File: config.mk
export PLATFORM = sky130hd
export DESIGN_NAME = pell_prime_classifier_top
export DESIGN_NICKNAME = d
export VERILOG_FILES = /design/src/ppc_pkg.sv /design/src/ppc_div.sv /design/src/pell_prime_classifier_top.sv
export VERILOG_INCLUDE_DIRS = /design/src /design/src/src
export SDC_FILE = /design/constraint.sdc
export NUM_CORES = 1
export LEC_CHECK = 0
export BUFFER_PORTS_ARGS = -buffer_cell sky130_fd_sc_hd__buf_2
export CORE_MARGIN = 2
export CORE_UTILIZATION = 63
export DETAILED_ROUTE_END_ITERATION = 10
export PLACE_DENSITY = 0.9
export SETUP_SLACK_MARGIN = 0.4
export SLEW_MARGIN = 20
export SYNTH_ARGS = -nofsm -noshare
export SYNTH_HDL_FRONTEND = slang
export SYNTH_SLANG_ARGS = --single-unit
export TNS_END_PERCENT = 20
File: constraint.sdc
create_clock -name clock -period 3.99 [get_ports clock]
set_clock_uncertainty 0.05 [all_clocks]
set_input_delay 0.399 -clock clock [delete_from_list [all_inputs] [get_ports clock]]
set_output_delay 0.399 -clock clock [all_outputs]
set_load 0.005 [all_outputs]
File: src/pell_prime_classifier_top_assert.svh
// ----------------------------------------------------------------------------
// Assertion macros for the Pell/prime classifier
// Shared macros for concurrent checks, clocked on clock and held off in reset.
// ----------------------------------------------------------------------------
`ifndef PELL_PRIME_CLASSIFIER_TOP_ASSERT_SVH
`define PELL_PRIME_CLASSIFIER_TOP_ASSERT_SVH

// The consequent must hold in the same cycle as the antecedent.
`define PPC_ASSERT_SAME(label, ante, cons) \
   label: assert property (@(posedge clock) disable iff (reset) (ante) |-> (cons)) \
      else $error("classifier check failed");

// The consequent must hold in the cycle after the antecedent.
`define PPC_ASSERT_NEXT(label, ante, cons) \
   label: assert property (@(posedge clock) disable iff (reset) (ante) |=> (cons)) \
      else $error("classifier check failed");

`endif

File: src/ppc_pkg.sv
// ----------------------------------------------------------------------------
// Pell/prime classifier package
// Types shared between the sequencer and the shared divider.
// ----------------------------------------------------------------------------
`timescale 1ns / 1ps
`default_nettype none

package ppc_pkg;

   // Status of the shared divider as seen by the sequencer.
   typedef struct packed {
      logic busy;
      logic done;
   } ppc_div_stat_type;

   // Result bit positions on the response beat.
   localparam int unsigned RSP_PELL_BIT  = 0;
   localparam int unsigned RSP_PRIME_BIT = 1;
   localparam int unsigned RSP_DATA_W    = 8;

endpackage

`default_nettype wire

File: src/ppc_div.sv
// ----------------------------------------------------------------------------
// Shared restoring divider
// Unsigned division, one quotient bit per cycle.
// ----------------------------------------------------------------------------
`timescale 1ns / 1ps
`default_nettype none

module ppc_div
   import ppc_pkg::*;
#(
   parameter int unsigned WIDTH = 32
) (
   input  wire logic             clock,
   input  wire logic             reset,
   input  wire logic             start,
   input  wire logic [WIDTH-1:0] dividend,
   input  wire logic [WIDTH-1:0] divisor,
   output logic      [WIDTH-1:0] quotient,
   output logic      [WIDTH-1:0] remainder,
   output ppc_div_stat_type      status
);

   localparam int unsigned CNT_W = $clog2(WIDTH + 1);

   logic [WIDTH-1:0] rem_ff, rem_in;
   logic [WIDTH-1:0] quo_ff, quo_in;
   logic [WIDTH-1:0] dvs_ff, dvs_in;
   logic [CNT_W-1:0] cnt_ff, cnt_in;
   logic             busy_ff, busy_in;
   logic             done_ff, done_in;

   logic [WIDTH:0]   rem_shift;
   logic [WIDTH:0]   rem_diff;

   // Shift in the next dividend bit and try to subtract the divisor.
   assign rem_shift = {rem_ff, quo_ff[WIDTH-1]};
   assign rem_diff  = rem_shift - {1'b0, dvs_ff};

   always_comb begin
      rem_in  = rem_ff;
      quo_in  = quo_ff;
      dvs_in  = dvs_ff;
      cnt_in  = cnt_ff;
      busy_in = busy_ff;
      done_in = 1'b0;
      if (start) begin
         rem_in  = '0;
         quo_in  = dividend;
         dvs_in  = divisor;
         cnt_in  = CNT_W'(WIDTH);
         busy_in = 1'b1;
      end else if (busy_ff) begin
         if (!rem_diff[WIDTH]) begin
            rem_in = rem_diff[WIDTH-1:0];
            quo_in = {quo_ff[WIDTH-2:0], 1'b1};
         end else begin
            rem_in = rem_shift[WIDTH-1:0];
            quo_in = {quo_ff[WIDTH-2:0], 1'b0};
         end
         cnt_in = cnt_ff - CNT_W'(1);
         if (cnt_ff == CNT_W'(1)) begin
            busy_in = 1'b0;
            done_in = 1'b1;
         end
      end
   end

   always_ff @(posedge clock) begin
      if (reset) begin
         busy_ff <= 1'b0;
         done_ff <= 1'b0;
         cnt_ff  <= '0;
      end else begin
         busy_ff <= busy_in;
         done_ff <= done_in;
         cnt_ff  <= cnt_in;
      end
   end

   always_ff @(posedge clock) begin
      rem_ff <= rem_in;
      quo_ff <= quo_in;
      dvs_ff <= dvs_in;
   end

   assign quotient    = quo_ff;
   assign remainder   = rem_ff;
   assign status.busy = busy_ff;
   assign status.done = done_ff;

endmodule

`default_nettype wire

File: src/pell_prime_classifier_top.sv
// ----------------------------------------------------------------------------
// Pell/prime classifier
// Flags whether a signed integer is a Pell number and whether it is prime.
// ----------------------------------------------------------------------------
// Usage: one signed value arrives per beat on the req_ stream; one beat with
// two flags leaves on the rsp_ stream for every value taken.
// Each item first walks the Pell sequence 2, 5, 12, 29, ... with an adder,
// one term per cycle, then runs trial division on a shared restoring divider
// that delivers one quotient bit per cycle.
// Trial division runs one divider operation for every trial divisor from 2
// up to the square root of the value; a 32-bit prime near the top of the
// range needs about 46,000 divisors. Negative values skip the Pell walk and
// the division, and zero and one skip the division.
// Throughput: one item at a time; req_tready is high only while the sequencer
// is idle. A finished result sits in the output register, so the next value
// may be taken while the previous result still waits for rsp_tready.
// If the receiver stalls and a second result is ready, the sequencer holds it
// until the output register frees up.
// Reset clears the sequencer and the output valid; no state carries over
// from one item to the next.
// ----------------------------------------------------------------------------
`timescale 1ns / 1ps
`default_nettype none

module pell_prime_classifier_top
   import ppc_pkg::*;
#(
   parameter int unsigned VALUE_WIDTH = 32
) (
   input  wire logic                                  clock,
   input  wire logic                                  reset,
   input  wire logic                                  req_tvalid,
   output logic                                       req_tready,
   // Fields from bit 0 up: value (VALUE_WIDTH bits, signed), zero fill.
   input  wire logic [((VALUE_WIDTH + 7) / 8) * 8-1:0] req_tdata,
   output logic                                       rsp_tvalid,
   input  wire logic                                  rsp_tready,
   // Fields from bit 0 up: is_pell (1 bit), is_prime (1 bit), zero fill.
   output logic [RSP_DATA_W-1:0]                      rsp_tdata
);

   localparam int unsigned W = VALUE_WIDTH;

   // Sequencer states.
   localparam logic [2:0] S_IDLE      = 3'd0;
   localparam logic [2:0] S_PELL      = 3'd1;
   localparam logic [2:0] S_PRIME     = 3'd2;
   localparam logic [2:0] S_DIV_START = 3'd3;
   localparam logic [2:0] S_DIV_WAIT  = 3'd4;
   localparam logic [2:0] S_DONE      = 3'd5;

   logic [2:0]   state_ff, state_in;
   logic [W-1:0] n_ff, n_in;
   logic [W:0]   prev_ff, prev_in;
   logic [W:0]   cur_ff, cur_in;
   logic [W-1:0] d_ff, d_in;
   logic         pell_ff, pell_in;
   logic         prime_ff, prime_in;
   logic         rsp_valid_ff, rsp_valid_in;
   logic [1:0]   rsp_flags_ff, rsp_flags_in;

   logic [W-1:0]     div_quo;
   logic [W-1:0]     div_rem;
   ppc_div_stat_type div_stat;
   logic             div_start;
   logic             req_beat;
   logic [W-1:0]     req_value;

   assign req_value = req_tdata[W-1:0];
   assign req_tready = (state_ff == S_IDLE);
   assign req_beat   = req_tvalid && req_tready;
   assign div_start  = (state_ff == S_DIV_START);

   ppc_div #(
      .WIDTH(W)
   ) u_div (
      .clock    (clock),
      .reset    (reset),
      .start    (div_start),
      .dividend (n_ff),
      .divisor  (d_ff),
      .quotient (div_quo),
      .remainder(div_rem),
      .status   (div_stat)
   );

   always_comb begin
      state_in     = state_ff;
      n_in         = n_ff;
      prev_in      = prev_ff;
      cur_in       = cur_ff;
      d_in         = d_ff;
      pell_in      = pell_ff;
      prime_in     = prime_ff;
      rsp_valid_in = rsp_valid_ff;
      rsp_flags_in = rsp_flags_ff;

      // The output register empties when the receiver takes the beat.
      if (rsp_valid_ff && rsp_tready) begin
         rsp_valid_in = 1'b0;
      end

      case (state_ff)
         S_IDLE: begin
            if (req_beat) begin
               n_in     = req_value;
               prev_in  = (W+1)'(1);
               cur_in   = (W+1)'(2);
               d_in     = W'(2);
               pell_in  = 1'b0;
               prime_in = 1'b0;
               // Negative values are neither Pell nor prime.
               if (req_value[W-1]) begin
                  state_in = S_DONE;
               end else begin
                  state_in = S_PELL;
               end
            end
         end
         S_PELL: begin
            // One is Pell by definition; otherwise step the sequence until
            // a term reaches the value. Terms stay below three times the
            // largest value, so W+1 bits never wrap.
            if (n_ff == W'(1)) begin
               pell_in  = 1'b1;
               state_in = S_PRIME;
            end else if (cur_ff < {1'b0, n_ff}) begin
               cur_in  = (cur_ff << 1) + prev_ff;
               prev_in = cur_ff;
            end else begin
               pell_in  = (cur_ff == {1'b0, n_ff});
               state_in = S_PRIME;
            end
         end
         S_PRIME: begin
            if (n_ff <= W'(1)) begin
               state_in = S_DONE;
            end else begin
               state_in = S_DIV_START;
            end
         end
         S_DIV_START: begin
            state_in = S_DIV_WAIT;
         end
         S_DIV_WAIT: begin
            if (div_stat.done) begin
               // Stop once the divisor passes the square root (d > n / d).
               if (d_ff > div_quo) begin
                  prime_in = 1'b1;
                  state_in = S_DONE;
               end else if (div_rem == '0) begin
                  prime_in = 1'b0;
                  state_in = S_DONE;
               end else begin
                  d_in     = d_ff + W'(1);
                  state_in = S_DIV_START;
               end
            end
         end
         S_DONE: begin
            if (!rsp_valid_ff || rsp_tready) begin
               rsp_valid_in                = 1'b1;
               rsp_flags_in[RSP_PELL_BIT]  = pell_ff;
               rsp_flags_in[RSP_PRIME_BIT] = prime_ff;
               state_in                    = S_IDLE;
            end
         end
         default: begin
            state_in = S_IDLE;
         end
      endcase
   end

   always_ff @(posedge clock) begin
      if (reset) begin
         state_ff     <= S_IDLE;
         rsp_valid_ff <= 1'b0;
      end else begin
         state_ff     <= state_in;
         rsp_valid_ff <= rsp_valid_in;
      end
   end

   always_ff @(posedge clock) begin
      n_ff         <= n_in;
      prev_ff      <= prev_in;
      cur_ff       <= cur_in;
      d_ff         <= d_in;
      pell_ff      <= pell_in;
      prime_ff     <= prime_in;
      rsp_flags_ff <= rsp_flags_in;
   end

   assign rsp_tvalid = rsp_valid_ff;
   assign rsp_tdata  = {{(RSP_DATA_W - 2){1'b0}}, rsp_flags_ff};

   // ------------------------------------------------------------------------
   // Assertions
   // ------------------------------------------------------------------------
`include "pell_prime_classifier_top_assert.svh"

   // A taken beat always moves the sequencer out of idle.
   `PPC_ASSERT_NEXT(a_busy_after_req, req_beat, state_ff != S_IDLE)
   // Starting the divider makes it busy in the next cycle.
   `PPC_ASSERT_NEXT(a_div_runs, div_start, div_stat.busy)
   // The divider only reports completion while the sequencer waits for it.
   `PPC_ASSERT_SAME(a_done_in_wait, div_stat.done, state_ff == S_DIV_WAIT)
   // While idle, the divider has no operation in flight.
   `PPC_ASSERT_SAME(a_idle_div_quiet, req_tready, !div_stat.busy && !div_stat.done)

endmodule

`default_nettype wire

==> impl_metrics.sql, run 1 <==
INSERT INTO impl_metrics (metric_group, metric, value, unit) VALUES
('sta', 'maxSlewViolCount', '0', ''),
('drt', 'drt-initial-drc-count', '994', ''),
('place', 'detailedPlacementHpwl', '22700', 'µm'),
('yosys', 'number_of_enable_flip_flop_cells_after_synthesis', '198', ''),
('critical_path', 'worst_path_max_delay_cell', 'fa_2', ''),
('global_route', 'grt_first_pass_wirelength', '54600', 'µm'),
('worst_hold_path', 'hold_crit_endpoint', 'rsp_tvalid$_SDFF_PP0_', ''),
('layout', 'design.final.nets', '1662', ''),
('clock_network', 'clock-root-buffer', 'clkbuf_16', ''),
('die', 'chipWidth', '155', 'µm'),
('sta', 'post-route-period-util', '0.870', ''),
('drt', 'final_antenna_violating_net_count', '0', ''),
('power', 'power_per_cell_area', '861', 'nW/µm²'),
('drt', 'avgViaCountPerCell', '6.29', ''),
('global_route', 'grtUsageTotal', '0.281', ''),
('global_route', 'antenna_found_initial', '1', ''),
('place', 'port_buffers', '39', ''),
('clock_network', 'cts_htree_levels', '1', ''),
('worst_hold_path', 'holdCritStartpoint', 'reset', ''),
('worst_hold_path', 'worst_hold_path_type', 'in2reg', ''),
('layout', 'fraction_of_final_layout_cells_sized_beyond_drive_strength_1', '0.0767', ''),
('drt', 'drc_errors', '0', ''),
('sta', 'fmax', '288', 'MHz'),
('status', 'outcome', 'finished clean', ''),
('sta', 'timing_hold_violations_final', '0', ''),
('sta', 'worst_slew_margin_rel', '0.464', ''),
('clock_network', 'tritoncts', 'built', ''),
('die', 'floorplan.die_area', '24000', 'µm²'),
('global_route', 'pin_count_of_the_biggest_net_entering_global_routing', '71', ''),
('global_route', 'grt_overflow_total', '0', ''),
('sta', 'min_period', '3.47', 'ns'),
('clock_network', 'tritoncts.num_buffers', '26', ''),
('layout', 'num-fill-cells', '1490', ''),
('yosys', 'synth_cells', '1417', ''),
('clock_network', 'cts_buffer_depth', '3', ''),
('yosys', 'yosys_register_bits', '242', ''),
('sta', 'final-setup-viol-count', '0', ''),
('yosys', 'synth-async-reset-ratio', '0', ''),
('die', 'die_height', '155', 'µm'),
('die', 'fp-row-count', '55', ''),
('global_route', 'first_global_vias', '11100', ''),
('clock_network', 'cts_num_sinks', '242', ''),
('clock_network', 'clk_pin_slew', '0.06', 'ns'),
('yosys', 'yosys_most_used_dff', 'edfxtp_1', ''),
('critical_path', 'worstRegToRegCells', '14', ''),
('critical_path', 'timing.critical_path.required', '4.40', 'ns'),
('drt', 'routed_wire_length_per_instance', '18.8', 'µm'),
('critical_path', 'critical_path_arrival', '3.88', 'ns'),
('layout', 'layout-area-overhead-vs-synth', '12.0', '%'),
('layout', 'final_design_area_no_fill', '16100', 'µm²'),
('power', 'static-leakage-power', '6.78', 'nW'),
('place', 'gp_congestion', '0.954', ''),
('die', 'ioPinCount', '46', ''),
('drt', 'detailroute.via_count', '11300', ''),
('critical_path', 'cp-start-kind', 'register', ''),
('sta', 'tightestPinTransition', '0.796', 'ns'),
('critical_path', 'critical_path_fanout_max', '5', ''),
('sta', 'rsz0062_at_grt', 'true', ''),
('sta', 'fin_tns_setup', '0', 'ns'),
('critical_path', 'critical_path.endpoint_type', 'register', ''),
('critical_path', 'critical_path.reg2reg.startpoint', 'u_div.quotient[31]$_DFFE_PP_', ''),
('worst_hold_path', 'worst_hold_path.num_cells', '2', ''),
('critical_path', 'timing_worst_setup_path_type', 'reg2reg', ''),
('clock_network', 'clk-insertion-delay-late', '0.55', 'ns'),
('run', 'max_cap_violations', '0', ''),
('yosys', 'synthesis.area_per_instance', '10.1', 'µm²'),
('yosys', 'post_synth_num_cell_types', '70', ''),
('power', 'ir_worst_vdd', '696', 'µV'),
('drt', 'dr.pass1.iters', '5', ''),
('place', 'placement.cell_area', '14800', 'µm²'),
('critical_path', 'critical_path.cell_chain', 'inv_1 > ha_2 > fa_2 > nand2b_1 > a211oi_2 > o21a_1 > o2111ai_2 > o211a_1 > a211oi_4 > nand4b_4 > nand3_4 > buf_4 > mux2_2 > a21oi_2', ''),
('yosys', 'yosys_warning_count', '0', ''),
('drt', 'wirelength', '33800', 'µm'),
('critical_path', 'ff2ff_setup_slack', '0.52', 'ns'),
('die', 'floorplan.initialDensity', '0.637', ''),
('critical_path', 'critical_path.reg2reg.endpoint', 'u_div.remainder[0]$_SDFFE_PP0P_', ''),
('die', 'core_area', '22500', 'µm²'),
('critical_path', 'critical_path_max_stage_delay', '0.35', 'ns'),
('yosys', 'ys_seq_area_frac', '0.476', ''),
('yosys', 'synth_area', '14300', 'µm²');
-- power breakdown --
group          switching, W  total, W  internal, W
sequential         0.000805   0.00470      0.00389
combinational       0.00399   0.00682      0.00283
clock              0.000991   0.00232      0.00133
total               0.00578    0.0138      0.00805
-- per-layer routing --
layer	global-route usage	up-vias	share of wire
met5	0	-	0
met3	0.0318	109	0.067
li1	-	5292	-
met2	0.493	533	0.50
met4	0.111	0	0.040
met1	0.357	5384	0.39
-- cell usage after synthesis, types with 3 or more instances --
library cell    n  share of area
nand2_1       103          0.027
nand3_1        30          0.010
or4_1           3         0.0016
dfxtp_1        44          0.061
nor3b_1         6         0.0031
o31ai_1         4         0.0021
a2bb2oi_1       3         0.0018
nor4_1         21         0.0092
o21ai_1         4         0.0014
mux2i_1        28          0.020
o2111ai_1       4         0.0024
buf_6           3         0.0024
nor2b_1        16         0.0070
nand4_1        26          0.011
edfxtp_1      198           0.41
o21bai_1        9         0.0047
or3_1           7         0.0031
ha_1          130           0.11
clkbuf_1       36         0.0094
nor2_1        120          0.031
nor3_1         24         0.0084
a21o_1         46          0.024
and3_1         43          0.019
a21oi_1        96          0.034
a211oi_1        7         0.0037
inv_1         118          0.031
and4_1          6         0.0037
buf_2           3         0.0010
or2_2           4         0.0017
buf_4           6         0.0031
o21ai_0       106          0.037
nand2b_1       14         0.0061
and2_1          7         0.0031
xor2_1         45          0.027
a31oi_1         9         0.0039
o21a_1         11         0.0058
xnor2_1        37          0.023
-- repair_timing --
| action | in CTS | in global routing |
|---|---|---|
| hold endpoints to repair | 32 | 0 |
| gates cloned | 1 | 1 |
| pin swaps | 0 | 5 |
| resized for setup | 0 | 10 |
| endpoints found under the setup margin | 4 | 64 |
| buffers inserted | 0 | 6 |
| hold buffers | 32 | 0 |
-- kinds of logic (layout without fill, tap and decap cells) --
kind of cell,count (synthesis),count (layout),share of synthesized area
simple gates,436,438,0.150
xor+xnor,82,82,0.0501
mux,29,29,0.0203
flops,242,242,0.476
compound gates,327,327,0.139
buf+inv,168,257,0.0474
other cells,1,7,0.000261
fa+ha+maj,132,132,0.116
-- cells in the final DEF (no fill, tap or decap), drive strengths merged, types with 7 or more instances in the layout --
cell	n
edfxtp	198
ha	130
nor2	120
inv	119
o21ai	110
nand2	103
a21oi	97
buf	59
a21o	46
xor2	45
dfxtp	44
and3	43
xnor2	37
nand3	33
dlygate4sd3	32
clkbuf	32
mux2i	28
nand4	26
nor3	24
nor4	21
nor2b	16
nand2b	14
o21a	11
o21bai	10
clkinv	10
a31oi	9
a211oi	9
or3	7
and2	7
-- how the worst max path moves through the flow --
| stage | from | cells past startpoint | to | slack, ns |
|---|---|---|---|---|
| global placement | u_div.quotient[31]$_DFFE_PP_ | 14 | u_div.remainder[4]$_SDFFE_PP0P_ | 0.54 |
| finish | u_div.quotient[31]$_DFFE_PP_ | 14 | u_div.remainder[0]$_SDFFE_PP0P_ | 0.52 |
| global route | u_div.quotient[31]$_DFFE_PP_ | 14 | u_div.remainder[24]$_SDFFE_PP0P_ | 0.36 |
| floorplan | d_ff[11]$_SDFFCE_PN0P_ | 11 | d_ff[0]$_SDFFCE_PN0P_ | 0.83 |
| CTS | u_div.quotient[31]$_DFFE_PP_ | 14 | u_div.remainder[4]$_SDFFE_PP0P_ | 0.46 |
| detailed placement | u_div.quotient[31]$_DFFE_PP_ | 14 | u_div.remainder[4]$_SDFFE_PP0P_ | 0.36 |
-- cell type report --
class / count / area (µm²) / area share
Multi-Input combinational cell: 1014 / 6930 / 0.431
Sequential cell: 242 / 6830 / 0.425
Timing Repair Buffer: 91 / 694 / 0.0432
Clock buffer: 32 / 673 / 0.0419
Inverter: 119 / 447 / 0.0278
Tap cell: 285 / 357 / 0.0222
Clock inverter: 15 / 135 / 0.00841
Antenna cell: 1 / 2.50 / 0.000156
-- worst max-delay path: cells and delay by family (launching register included) --
kind,cells,cell delay [ns]
flip-flops,1,0.33
AND/OR/NAND/NOR,3,0.59
multiplexers,1,0.27
adder cells (fa/ha/maj),2,0.55
AO/OA/AOI/OAI,6,1.35
buffers and inverters,2,0.25
-- sequential cells by signal, indices dropped and copies added (netlist names) --
name and cells:
cur_ff 33, prev_ff 33, d_ff 32, n_ff 32
u_div.dvs_ff 32, u_div.quotient 32, u_div.remainder 32, u_div.cnt_ff 6
state_ff 3, rsp_flags_ff 2, pell_ff 1, prime_ff 1
rsp_tvalid 1, u_div.busy_ff 1, u_div.done_ff 1
-- per-stage QoR --
step,worst slack [ns],utilization,cells,hold WS (ns),total power [W]
6_report,0.519,0.714,1799,0.0827,0.0138
5_1_grt,0.356,0.714,1798,0.0893,0.0147
4_1_cts,0.460,0.709,1791,0.0696,0.0135
3_5_place_dp,0.361,0.658,1711,0.356,0.0110
3_3_place_gp,0.537,0.658,1711,0.355,0.0107
2_1_floorplan,0.828,-,1422,0.350,0.00944
Power figures use the tool's default switching activity.
==> run 2: changes to the inputs <==
clock period = 3.2 ns   (was 3.99 ns; I/O delays follow)
==> impl_metrics.sql, run 2 (same netlist as run 1, synthesis figures left out) <==
INSERT INTO impl_metrics (metric_group, metric, value, unit) VALUES
('run', 'max_cap_violations', '0', ''),
('critical_path', 'worst-path-buf-inv', '1', ''),
('layout', 'layout.cells.most_common', 'edfxtp_1', ''),
('layout', 'highest_count_cells_in_the_layout_ignoring_fill_and_taps', 'edfxtp_1 (198), nor2_1 (118), inv_1 (111), ha_1 (107), o21ai_0 (99)', ''),
('critical_path', 'timing.critical_path.required', '3.58', 'ns'),
('power', 'static-leakage-power', '7.02', 'nW'),
('global_route', 'pin_count_of_the_biggest_net_entering_global_routing', '70', ''),
('layout', 'area.sequential', '6830', 'µm²'),
('sta', 'fin_tns_setup', '-0.261', 'ns'),
('worst_hold_path', 'worst_hold_path_type', 'in2reg', ''),
('critical_path', 'critical_path.reg2reg.endpoint', 'u_div.remainder[26]$_SDFFE_PP0P_', ''),
('critical_path', 'cp-start-kind', 'register', ''),
('critical_path', 'worstSetupPathDepth', '13', ''),
('drt', 'drt-initial-drc-count', '1286', ''),
('critical_path', 'setup.worst_path.end', 'u_div.remainder[26]$_SDFFE_PP0P_', ''),
('sta', 'timing_hold_violations_final', '0', ''),
('sta', 'final-setup-viol-count', '36', ''),
('drt', 'dr.pass1.iters', '6', ''),
('global_route', 'grtUsageTotal', '0.301', ''),
('layout', 'final_cell_count_no_fill', '1831', ''),
('sta', 'setup_slack', '-0.0214', 'ns'),
('place', 'gp_congestion', '0.923', ''),
('global_route', 'antenna_found_initial', '0', ''),
('clock_network', 'cts_num_sinks', '242', ''),
('clock_network', 'clock-root-buffer', 'clkbuf_16', ''),
('global_route', 'grt_overflow_total', '0', ''),
('drt', 'detailroute.via_count', '11900', ''),
('clock_network', 'clk_pin_slew', '0.06', 'ns'),
('drt', 'avgViaCountPerCell', '6.50', ''),
('layout', 'design.final.nets', '1696', ''),
('die', 'core_area', '22500', 'µm²'),
('layout', 'largest_registers_in_the_final_layout', 'cur_ff: 33 flops, prev_ff: 33 flops', ''),
('die', 'die_height', '155', 'µm'),
('critical_path', 'ff2ff_setup_slack', '-0.02', 'ns'),
('place', 'port_buffers', '39', ''),
('critical_path', 'critical_path_arrival', '3.60', 'ns'),
('critical_path', 'timing_worst_setup_path_type', 'reg2reg', ''),
('layout', 'num-fill-cells', '1278', ''),
('layout', 'multi_input_area', '7510', 'µm²'),
('layout', 'fraction_of_final_layout_cells_sized_beyond_drive_strength_1', '0.158', ''),
('clock_network', 'cts_htree_levels', '1', ''),
('layout', 'layout-area-overhead-vs-synth', '18.1', '%'),
('die', 'fp-row-count', '55', ''),
('sta', 'post-route-period-util', '1.01', ''),
('clock_network', 'tritoncts', 'built', ''),
('clock_network', 'clk-insertion-delay-late', '0.55', 'ns'),
('global_route', 'grt_first_pass_wirelength', '58100', 'µm'),
('place', 'placedCellCount', '1744', ''),
('critical_path', 'worst_path_max_delay_cell', 'or3_4', ''),
('sta', 'min_period', '3.22', 'ns'),
('power', 'ir_worst_vdd', '865', 'µV'),
('power', 'power_per_cell_area', '1120', 'nW/µm²'),
('place', 'detailedPlacementHpwl', '23400', 'µm'),
('sta', 'fmax', '310', 'MHz'),
('clock_network', 'tritoncts.num_buffers', '26', ''),
('sta', 'tightestPinTransition', '0.944', 'ns'),
('die', 'floorplan.die_area', '24000', 'µm²'),
('global_route', 'first_global_vias', '11600', ''),
('critical_path', 'critical_path.top_delay_family', 'compound AO/OA/AOI/OAI gates', ''),
('sta', 'maxSlewViolCount', '0', ''),
('die', 'floorplan.initialDensity', '0.637', ''),
('drt', 'drc_errors', '0', ''),
('critical_path', 'worstRegToRegCells', '13', ''),
('die', 'ioPinCount', '46', ''),
('drt', 'wirelength', '37900', 'µm'),
('status', 'failed_checks', 'setup timing', ''),
('drt', 'routed_wire_length_per_instance', '20.7', 'µm'),
('critical_path', 'critical_path_fanout_max', '6', ''),
('clock_network', 'cts_buffer_depth', '3', ''),
('critical_path', 'critical_path.endpoint_type', 'register', ''),
('sta', 'worst_slew_margin_rel', '0.371', ''),
('critical_path', 'critical_path.cell_chain', 'inv_2 > ha_2 > fa_2 > nand2b_4 > a211oi_2 > o21a_1 > o2111ai_2 > o211a_1 > a211oi_4 > nand4b_4 > nand3_4 > or3_4 > o2111a_1', ''),
('sta', 'rsz0062_at_grt', 'true', ''),
('critical_path', 'crit_path_start', 'u_div.quotient[31]$_DFFE_PP_', ''),
('drt', 'final_antenna_violating_net_count', '0', ''),
('die', 'chipWidth', '155', 'µm'),
('status', 'outcome', 'complete, but fails checks', ''),
('critical_path', 'critical_path_max_stage_delay', '0.41', 'ns'),
('critical_path', 'critical_path.reg2reg.startpoint', 'u_div.quotient[31]$_DFFE_PP_', ''),
('layout', 'antenna_cells', '0', '');
run 2: through the flow:
step / hold WS [ns] / setup WS, ns / utilization / instance area, µm² / total power [W]
2_1_floorplan: 0.339 / 0.219 / - / 14400 / 0.0118
3_3_place_gp: 0.362 / 0.0285 / 0.671 / 15100 / 0.0136
3_5_place_dp: 0.356 / -0.0979 / 0.671 / 15100 / 0.0141
4_1_cts: 0.0528 / -0.0484 / 0.741 / 16700 / 0.0178
5_1_grt: 0.0836 / -0.184 / 0.753 / 16900 / 0.0200
6_report: 0.0706 / -0.0214 / 0.753 / 16900 / 0.0190
run 2: final cells by class:
class	instances	share of cell area
clock buffer	32	0.0397
clock inverter	14	0.00812
inverter	119	0.0264
multi-input combinational	1013	0.443
sequential	242	0.403
tap	285	0.0210
timing repair buffer	126	0.0585
run 2: worst min-delay path by stage:
stage                            from                   endpoint  slack, ns  cells after the start
6_report                   rsp_tready      rsp_tvalid$_SDFF_PP0_       0.07                      4
3_3_place_gp   prime_ff$_SDFFCE_PN0P_  rsp_flags_ff[1]$_DFFE_PP_       0.36                      0
5_1_grt                    rsp_tready      rsp_tvalid$_SDFF_PP0_       0.08                      4
4_1_cts                    rsp_tready      rsp_tvalid$_SDFF_PP0_       0.05                      4
3_5_place_dp   prime_ff$_SDFFCE_PN0P_  rsp_flags_ff[1]$_DFFE_PP_       0.36                      0
2_1_floorplan                   reset      rsp_tvalid$_SDFF_PP0_       0.34                      1
run 2: layer usage:
layer / routed length [µm] / vias up / GRT usage / part of all wire
met5: 0 / - / 0 / 0
met4: 2090 / 0 / 0.136 / 0.055
met3: 3160 / 184 / 0.0396 / 0.084
met2: 18800 / 757 / 0.537 / 0.50
met1: 13800 / 5619 / 0.364 / 0.36
li1: - / 5347 / - / -
run 2: worst min-delay path: stages:
cell and delay (ns):
buf_2 0.08, nor2b_1 0.07, inv_1 0.07, a21oi_1 0.07
run 2: report_power, final:
group / switching [W] / internal [W] / leakage, nW
Sequential: 0.00110 / 0.00487 / 2.25
Combinational: 0.00571 / 0.00439 / 4.37
Clock: 0.00127 / 0.00166 / 0.401
Total: 0.00808 / 0.0109 / 7.02
run 2: repair_timing:
action / 4_1_cts / 5_1_grt
setup buffers: 7 / 0
endpoints found under the setup margin: 144 / 146
hold endpoints to repair: 34 / 0
hold buffers: 33 / 0
resized for setup: 65 / 58
pin swaps: 72 / 68
cloned: 1 / 0
